===== src/sha1md_pkg.sv =====
package sha1md_pkg;

    // One input item: a message byte with its qualifiers
    typedef struct packed {
        logic [7:0] data_byte;
        logic       byte_valid;
        logic       end_of_message;
    } t_in_item;

    // One result item: a digest word with its position
    typedef struct packed {
        logic [31:0] digest_word;
        logic [2:0]  word_index;
        logic        last_word;
    } t_out_item;

    // Five 32-bit words, element 0 is a / h0
    typedef logic [4:0][31:0] t_words;

    // Round function groups
    localparam logic [1:0] GRP_CH   = 2'd0;
    localparam logic [1:0] GRP_PAR1 = 2'd1;
    localparam logic [1:0] GRP_MAJ  = 2'd2;
    localparam logic [1:0] GRP_PAR2 = 2'd3;

    // Control from the sequencer to the round unit
    typedef struct packed {
        logic        shift_byte;
        logic [7:0]  byte_val;
        logic        shift_len;
        logic [63:0] len_bits;
        logic        init;
        logic        step;
        logic [1:0]  group;
    } t_core_ctl;

    localparam logic [31:0] IV0 = 32'h67452301;
    localparam logic [31:0] IV1 = 32'hEFCDAB89;
    localparam logic [31:0] IV2 = 32'h98BADCFE;
    localparam logic [31:0] IV3 = 32'h10325476;
    localparam logic [31:0] IV4 = 32'hC3D2E1F0;
    localparam t_words IV_WORDS = {IV4, IV3, IV2, IV1, IV0};

    localparam logic [31:0] K0 = 32'h5A827999;
    localparam logic [31:0] K1 = 32'h6ED9EBA1;
    localparam logic [31:0] K2 = 32'h8F1BBCDC;
    localparam logic [31:0] K3 = 32'hCA62C1D6;

    localparam logic [5:0] LEN_POS    = 6'd56;
    localparam logic [5:0] POS_LAST   = 6'd63;
    localparam logic [6:0] ROUND_LAST = 7'd79;
    localparam logic [2:0] WORD_LAST  = 3'd4;
    localparam logic [7:0] PAD_BYTE   = 8'h80;

    function automatic logic [31:0] round_k(input logic [1:0] grp);
        logic [31:0] k;
        case (grp)
            GRP_CH:   k = K0;
            GRP_PAR1: k = K1;
            GRP_MAJ:  k = K2;
            GRP_PAR2: k = K3;
            default:  k = K0;
        endcase
        return k;
    endfunction

endpackage


===== src/sha1md_core.sv =====
module sha1md_core (
    input  logic                  i_clk,
    input  logic                  i_rst_n,
    input  sha1md_pkg::t_core_ctl i_ctl,
    input  sha1md_pkg::t_words    i_chain,
    output sha1md_pkg::t_words    o_work
);

    // Block window: word 0 sits in the top 32 bits
    logic [511:0] r_win, n_win;
    sha1md_pkg::t_words r_work, n_work;

    logic [31:0] w0, w2, w8, w13, w_x, w_next;
    logic [31:0] a, b, c, d, e, f, tmp;

    assign w0  = r_win[511:480];
    assign w2  = r_win[447:416];
    assign w8  = r_win[255:224];
    assign w13 = r_win[95:64];
    assign w_x = w13 ^ w8 ^ w2 ^ w0;
    assign w_next = {w_x[30:0], w_x[31]};

    assign a = r_work[0];
    assign b = r_work[1];
    assign c = r_work[2];
    assign d = r_work[3];
    assign e = r_work[4];

    // Select the round function
    always_comb begin
        case (i_ctl.group)
            sha1md_pkg::GRP_CH:  f = (b & c) | (~b & d);
            sha1md_pkg::GRP_MAJ: f = (b & c) | (b & d) | (c & d);
            default:             f = b ^ c ^ d;
        endcase
    end

    assign tmp = {a[26:0], a[31:27]} + f + e + w0 + sha1md_pkg::round_k(i_ctl.group);

    // Shift bytes, the length or the next schedule word into the window
    always_comb begin
        n_win = r_win;
        if (i_ctl.shift_byte) begin
            n_win = {r_win[503:0], i_ctl.byte_val};
        end else if (i_ctl.shift_len) begin
            n_win = {r_win[447:0], i_ctl.len_bits};
        end else if (i_ctl.step) begin
            n_win = {r_win[479:0], w_next};
        end
    end

    // Load or advance the working words
    always_comb begin
        n_work = r_work;
        if (i_ctl.init) begin
            n_work = i_chain;
        end else if (i_ctl.step) begin
            n_work[0] = tmp;
            n_work[1] = a;
            n_work[2] = {b[1:0], b[31:2]};
            n_work[3] = c;
            n_work[4] = d;
        end
    end

    always_ff @(posedge i_clk) begin
        r_win <= n_win;
    end

    always_ff @(posedge i_clk) begin
        if (!i_rst_n) begin
            r_work <= '0;
        end else begin
            r_work <= n_work;
        end
    end

    assign o_work = r_work;

endmodule


===== src/sha1_message_digest_top.sv =====
// SHA-1 message digest.
// Input channel: one transfer carries a byte, a flag that says the byte is
// present, and an end-of-message flag. An item with no byte and the end
// flag closes a message that ended on the previous byte; on its own it
// hashes the empty message. Bytes are taken one per cycle while
// o_in_stall is low.
// Each completed 64-byte block stalls the input for one pass of the shared
// round unit (one round per cycle) and an add into the chaining words; input
// is taken again in the cycle after the add.
// At the end of a message the block pads one byte per cycle up to byte 56,
// loads the 64-bit length, runs the final compression (one or
// two blocks), then presents the digest as five transfers, word 0 first.
// A receiver stall holds the current word; no new input is taken until the
// fifth word has been transferred, after which the chaining value, length
// and byte position return to their initial values.
// Reset (synchronous, active low) clears the sequencer, the length and the
// byte position, and loads the standard initial chaining value.
module sha1_message_digest_top (
    input  logic                  i_clk,
    input  logic                  i_rst_n,
    input  logic                  i_in_valid,
    output logic                  o_in_stall,
    input  sha1md_pkg::t_in_item  i_in_data,
    output logic                  o_out_valid,
    input  logic                  i_out_stall,
    output sha1md_pkg::t_out_item o_out_data
);

    localparam logic [2:0] S_IDLE     = 3'd0;
    localparam logic [2:0] S_PAD_ONE  = 3'd1;
    localparam logic [2:0] S_PAD_ZERO = 3'd2;
    localparam logic [2:0] S_ROUND    = 3'd3;
    localparam logic [2:0] S_ADD      = 3'd4;
    localparam logic [2:0] S_OUT      = 3'd5;

    localparam logic [1:0] PH_NONE = 2'd0;
    localparam logic [1:0] PH_ONE  = 2'd1;
    localparam logic [1:0] PH_ZERO = 2'd2;
    localparam logic [1:0] PH_LEN  = 2'd3;

    logic [2:0]  r_state, n_state;
    logic [1:0]  r_phase, n_phase;
    logic [5:0]  r_pos, n_pos;
    logic [6:0]  r_round, n_round;
    logic [63:0] r_bitlen, n_bitlen;
    logic [2:0]  r_idx, n_idx;
    sha1md_pkg::t_words r_chain, n_chain;
    sha1md_pkg::t_words work;
    sha1md_pkg::t_core_ctl ctl;

    logic in_xfer, out_xfer;
    logic [1:0] group;

    assign in_xfer  = i_in_valid && (r_state == S_IDLE);
    assign out_xfer = (r_state == S_OUT) && !i_out_stall;

    // Pick the round group from the round count
    always_comb begin
        if (r_round < 7'd20) begin
            group = sha1md_pkg::GRP_CH;
        end else if (r_round < 7'd40) begin
            group = sha1md_pkg::GRP_PAR1;
        end else if (r_round < 7'd60) begin
            group = sha1md_pkg::GRP_MAJ;
        end else begin
            group = sha1md_pkg::GRP_PAR2;
        end
    end

    // Sequencer
    always_comb begin
        n_state  = r_state;
        n_phase  = r_phase;
        n_pos    = r_pos;
        n_round  = r_round;
        n_bitlen = r_bitlen;
        n_idx    = r_idx;
        n_chain  = r_chain;
        ctl      = '0;
        ctl.group    = group;
        ctl.len_bits = r_bitlen;
        case (r_state)
            S_IDLE: begin
                if (in_xfer) begin
                    n_phase = i_in_data.end_of_message ? PH_ONE : PH_NONE;
                    n_state = i_in_data.end_of_message ? S_PAD_ONE : S_IDLE;
                    if (i_in_data.byte_valid) begin
                        ctl.shift_byte = 1'b1;
                        ctl.byte_val   = i_in_data.data_byte;
                        n_bitlen       = r_bitlen + 64'd8;
                        n_pos          = r_pos + 6'd1;
                        if (r_pos == sha1md_pkg::POS_LAST) begin
                            ctl.init = 1'b1;
                            n_state  = S_ROUND;
                        end
                    end
                end
            end
            S_PAD_ONE: begin
                ctl.shift_byte = 1'b1;
                ctl.byte_val   = sha1md_pkg::PAD_BYTE;
                n_pos          = r_pos + 6'd1;
                n_phase        = PH_ZERO;
                n_state        = S_PAD_ZERO;
                if (r_pos == sha1md_pkg::POS_LAST) begin
                    ctl.init = 1'b1;
                    n_state  = S_ROUND;
                end
            end
            S_PAD_ZERO: begin
                if (r_pos == sha1md_pkg::LEN_POS) begin
                    ctl.shift_len = 1'b1;
                    ctl.init      = 1'b1;
                    n_pos         = '0;
                    n_phase       = PH_LEN;
                    n_state       = S_ROUND;
                end else begin
                    ctl.shift_byte = 1'b1;
                    ctl.byte_val   = '0;
                    n_pos          = r_pos + 6'd1;
                    if (r_pos == sha1md_pkg::POS_LAST) begin
                        ctl.init = 1'b1;
                        n_state  = S_ROUND;
                    end
                end
            end
            S_ROUND: begin
                ctl.step = 1'b1;
                n_round  = r_round + 7'd1;
                if (r_round == sha1md_pkg::ROUND_LAST) begin
                    n_round = '0;
                    n_state = S_ADD;
                end
            end
            S_ADD: begin
                for (int i = 0; i < 5; i++) begin
                    n_chain[i] = r_chain[i] + work[i];
                end
                case (r_phase)
                    PH_NONE: n_state = S_IDLE;
                    PH_ONE:  n_state = S_PAD_ONE;
                    PH_ZERO: n_state = S_PAD_ZERO;
                    PH_LEN: begin
                        n_state = S_OUT;
                        n_idx   = '0;
                    end
                    default: n_state = S_IDLE;
                endcase
            end
            S_OUT: begin
                if (out_xfer) begin
                    n_idx   = r_idx + 3'd1;
                    n_chain = {r_chain[0], r_chain[4:1]};
                    if (r_idx == sha1md_pkg::WORD_LAST) begin
                        n_chain  = sha1md_pkg::IV_WORDS;
                        n_bitlen = '0;
                        n_pos    = '0;
                        n_phase  = PH_NONE;
                        n_idx    = '0;
                        n_state  = S_IDLE;
                    end
                end
            end
            default: n_state = S_IDLE;
        endcase
    end

    always_ff @(posedge i_clk) begin
        if (!i_rst_n) begin
            r_state  <= S_IDLE;
            r_phase  <= PH_NONE;
            r_pos    <= '0;
            r_round  <= '0;
            r_bitlen <= '0;
            r_idx    <= '0;
            r_chain  <= sha1md_pkg::IV_WORDS;
        end else begin
            r_state  <= n_state;
            r_phase  <= n_phase;
            r_pos    <= n_pos;
            r_round  <= n_round;
            r_bitlen <= n_bitlen;
            r_idx    <= n_idx;
            r_chain  <= n_chain;
        end
    end

    sha1md_core u_core (
        .i_clk   (i_clk),
        .i_rst_n (i_rst_n),
        .i_ctl   (ctl),
        .i_chain (r_chain),
        .o_work  (work)
    );

    assign o_in_stall  = (r_state != S_IDLE);
    assign o_out_valid = (r_state == S_OUT);
    assign o_out_data.digest_word = r_chain[0];
    assign o_out_data.word_index  = r_idx;
    assign o_out_data.last_word   = (r_idx == sha1md_pkg::WORD_LAST);

endmodule


===== config.mk =====
export PLATFORM = sky130hd
export DESIGN_NAME = sha1_message_digest_top
export DESIGN_NICKNAME = d
export VERILOG_FILES = /design/src/sha1md_pkg.sv /design/src/sha1md_core.sv /design/src/sha1_message_digest_top.sv
export SDC_FILE = /design/constraint.sdc
export NUM_CORES = 2
export LEC_CHECK = 0
export BUFFER_PORTS_ARGS = -buffer_cell sky130_fd_sc_hd__buf_2
export CORE_ASPECT_RATIO = 2
export CORE_MARGIN = 10
export CORE_UTILIZATION = 40
export CTS_CLUSTER_SIZE = 14
export DETAILED_ROUTE_END_ITERATION = 10
export PLACE_DENSITY_LB_ADDON = 0.08
export SLEW_MARGIN = 20
export SYNTH_ARGS = -nofsm -noshare
export SYNTH_HDL_FRONTEND = slang
export SYNTH_SLANG_ARGS = --single-unit

===== constraint.sdc =====
create_clock -name i_clk -period 43.4 [get_ports i_clk]
set_input_delay 8.68 -clock i_clk [delete_from_list [all_inputs] [get_ports i_clk]]
set_output_delay 8.68 -clock i_clk [all_outputs]
set_load 0.03 [all_outputs]

==> impl_metrics.py <==
metrics = {
    "timing": {
        "worst_pin_slew_ps": 1250,
        "rsz0062_at_grt": "no",
        "finClkSkew_ps": 40.9,
        "period_share_pct": 33.6,
        "setup_viol": 0,
        "maxSlewHeadroom_pct": 16.6,
        "setup_tns_ps": 0,
        "slew_violations": 0,
        "period_minus_slack_ps": 14590,
        "max_freq_mhz": 68.6,
        "hold_viol": 0,
    },
    "clock_tree": {
        "cts.sinks": 914,
        "clk_pin_slew_ps": 60,
        "clk-insertion-delay-late_ps": 730,
        "cts-resized-gates": 0,
        "clockBufferDepth": 3,
        "cts_tree": "yes",
        "cts-root-buf": "clkbuf_16",
        "h-tree-depth": 3,
        "cts_buffers": 92,
        "holdBufCountCts": 0,
        "post_cts_buffers": 0,
    },
    "synth": {
        "synth_area_sq_um": 56400,
        "synth.net_count": 6384,
        "synth_cell_types": 95,
        "synth_flop_cell": "edfxtp_1",
        "synth_seq_area_share_pct": 41.6,
        "ys_ff_latch": 914,
        "synth-edff-count": 512,
        "async_flop_share_pct": 0,
        "avgSynthCellArea_sq_um": 9.33,
        "ys_warn_count": 0,
        "synth_cells": 6043,
    },
    "grt": {
        "overflow": 0,
        "grtUsageTotal_pct": 23.1,
        "grt_first_pass_wirelength_mm": 282,
        "grt_pass1_vias": 45400,
        "grt_start_max_net_pins": 161,
        "antenna_found_initial": 1,
    },
    "route": {
        "num_vias": 44700,
        "drc": 0,
        "ant_nets": 0,
        "viasPerCell": 5.73,
        "drt_first_iter_violations": 2991,
        "postRouteWirelength_mm": 186,
        "wire_per_inst_um": 23.8,
        "first_pass_iters": 6,
    },
    "critical_path": {
        "end_kind": "flip-flop",
        "critical-path-top-delay-family": "buffers and inverters",
        "cpMostUsedCell": "buf_4",
        "worst-path-max-fanout": 130,
        "cp_slowest_cell": "buf_4",
        "cp.arrival_ps": 15000,
        "start_kind": "primary input",
        "worstSetupPathType": "in -> reg",
        "slowest_delay_ps": 920,
        "crit_chain": "buf_2 > nand2_1 > a21oi_4 > a21boi_4 > buf_4 > buf_4 > buf_4 > buf_4 > buf_6 > buf_4 > o21ai_0",
        "reg2reg_setup_slack_ps": 35760,
        "required_ps": 43810,
        "path_buf_inv": 7,
    },
    "cells_and_area": {
        "drive_gt1_share_pct": 5.63,
        "fin_util_pct": 43.6,
        "fin_area_sq_um": 61000,
        "nets": 6194,
        "syn_to_final_growth_pct": 8.21,
    },
    "flow_run": {
        "maxCapViolations": 0,
    },
    "floorplanning": {
        "top_level_ports": 52,
        "row_count": 194,
        "initial_core_util_pct": 40.3,
        "core_region_area_sq_um": 140000,
        "die_area_sq_um": 157000,
        "die_w_um": 285,
        "die_h_um": 551,
    },
    "power": {
        "power.density_nw_per_um2": 62.3,
        "finalPower_uw": 3800,
        "leakagePower_uw": 0.0221,
        "ir_worst_vdd_v": 0.0000373,
    },
    "placed_design": {
        "hpwl_mm": 133,
        "dpl_cell_area_sq_um": 57900,
        "io_buffers": 51,
        "gp_congestion": 0.895,
    },
    "worst_hold_path": {
        "hold_class": "reg -> reg",
    },
    "run_status": {
        "outcome": "completed",
    },
}
## per-layer routing
metal	wire length [um]	track usage [%]	vias to the layer above
li1	-	-	21400
met1	67600	24.1	22000
met2	101000	44.1	942
met3	5950	2.43	376
met4	11400	13.3	0
met5	0	0	-
## cells by family after synthesis
logic type,Yosys count,synth area share [%]
XOR/XNOR,304,4.72
buffers and inverters,635,4.55
multiplexers,527,9.43
AO/OA/AOI/OAI,1760,18.9
adder cells (fa/ha/maj),327,8.92
AND/OR/NAND/NOR,1576,11.9
flip-flops,914,41.6
## synthesized netlist by cell type, drive strengths merged (11+ instances only)
| library cell | number | area (sq um) |
|---|---|---|
| a211o | 11 | 96.3 |
| a211oi | 29 | 228 |
| a21o | 78 | 586 |
| a21oi | 376 | 1890 |
| a221o | 16 | 160 |
| a221oi | 47 | 412 |
| a22oi | 172 | 1290 |
| a311oi | 19 | 166 |
| a31oi | 21 | 138 |
| and2 | 14 | 88.8 |
| and3 | 33 | 206 |
| buf | 89 | 517 |
| clkbuf | 310 | 1160 |
| dfxtp | 402 | 8050 |
| edfxtp | 512 | 15400 |
| fa | 125 | 2500 |
| ha | 202 | 2530 |
| inv | 236 | 886 |
| mux2 | 33 | 372 |
| mux2i | 494 | 4940 |
| nand2 | 890 | 3340 |
| nand2b | 27 | 169 |
| nand3 | 85 | 430 |
| nand4 | 35 | 234 |
| nor2 | 317 | 1200 |
| nor2b | 26 | 163 |
| nor3 | 90 | 462 |
| o211ai | 35 | 263 |
| o21a | 32 | 241 |
| o21ai | 763 | 3820 |
| o21bai | 14 | 105 |
| o22ai | 21 | 131 |
| o311ai | 35 | 307 |
| o31ai | 11 | 87.6 |
| or3 | 22 | 138 |
| xnor2 | 206 | 1800 |
| xor2 | 98 | 858 |
## report_power, final
part / internal (uW) / switching [uW]
logic: 466 / 780
clock network: 466 / 379
registers: 1380 / 328
## layout make-up
type                    instances  area [sq um]
clock inverters                37           390
fillers                     13800         78800
repair buffers                115           771
diodes                          1          2.50
multi-input cells            4494         30500
clock buffers                 136          2710
inverters                     236           896
flip-flops and latches        914         23400
well taps                    1862          2330
## state kept, by name, indices dropped and copies added, names as in the netlist
register and count:
o_out_data 32, r_bitlen 61, r_chain 128, r_idx 3, r_phase 2, r_pos 6
r_round 7, r_state 3, u_core.a 32, u_core.b 32, u_core.c 32, u_core.d 32
u_core.e 32, u_core.r_win 512
## per-stage QoR
stage / worst slack [ps] / std cells / hold WS [ps]
after floorplan: 7330 / 6043 / 449
after global placement: 27930 / 7621 / 465
after detailed placement: 27800 / 7621 / 474
after CTS: 28590 / 7794 / 481
after global routing: 28020 / 7795 / 513
final: 28810 / 7795 / 476
## placed cells by master (no fill, tap or decap), types with 34 or more instances in the layout
cell type,synthesis,final
a21o_1,78,78
a21oi_1,375,373
a221oi_1,47,47
a22oi_1,172,172
buf_2,38,50
buf_4,34,61
clkbuf_16,0,98
dfxtp_1,402,402
edfxtp_1,512,512
fa_1,125,125
ha_1,202,200
inv_1,233,233
mux2i_1,494,494
nand2_1,889,885
nand3_1,84,84
nand4_1,34,34
nor2_1,313,311
nor3_1,89,89
o211ai_1,35,35
o21ai_0,713,713
o21ai_1,50,49
xnor2_1,206,206
xor2_1,98,98
## worst min-delay path, cell delays in order (launching register included)
cell,delay [ps]
dfxtp_1,320
nand2_1,60
a21oi_1,50
## final timing paths
check / end / cells after the start / from
max: u_core.r_win[328] / 11 / i_in_data[1]
min: r_round[1] / 2 / r_round[1]
max reg2reg: u_core.r_win[328] / 10 / r_state[1]
min reg2reg: r_round[1] / 2 / r_round[1]
Power figures use the tool's default switching activity.
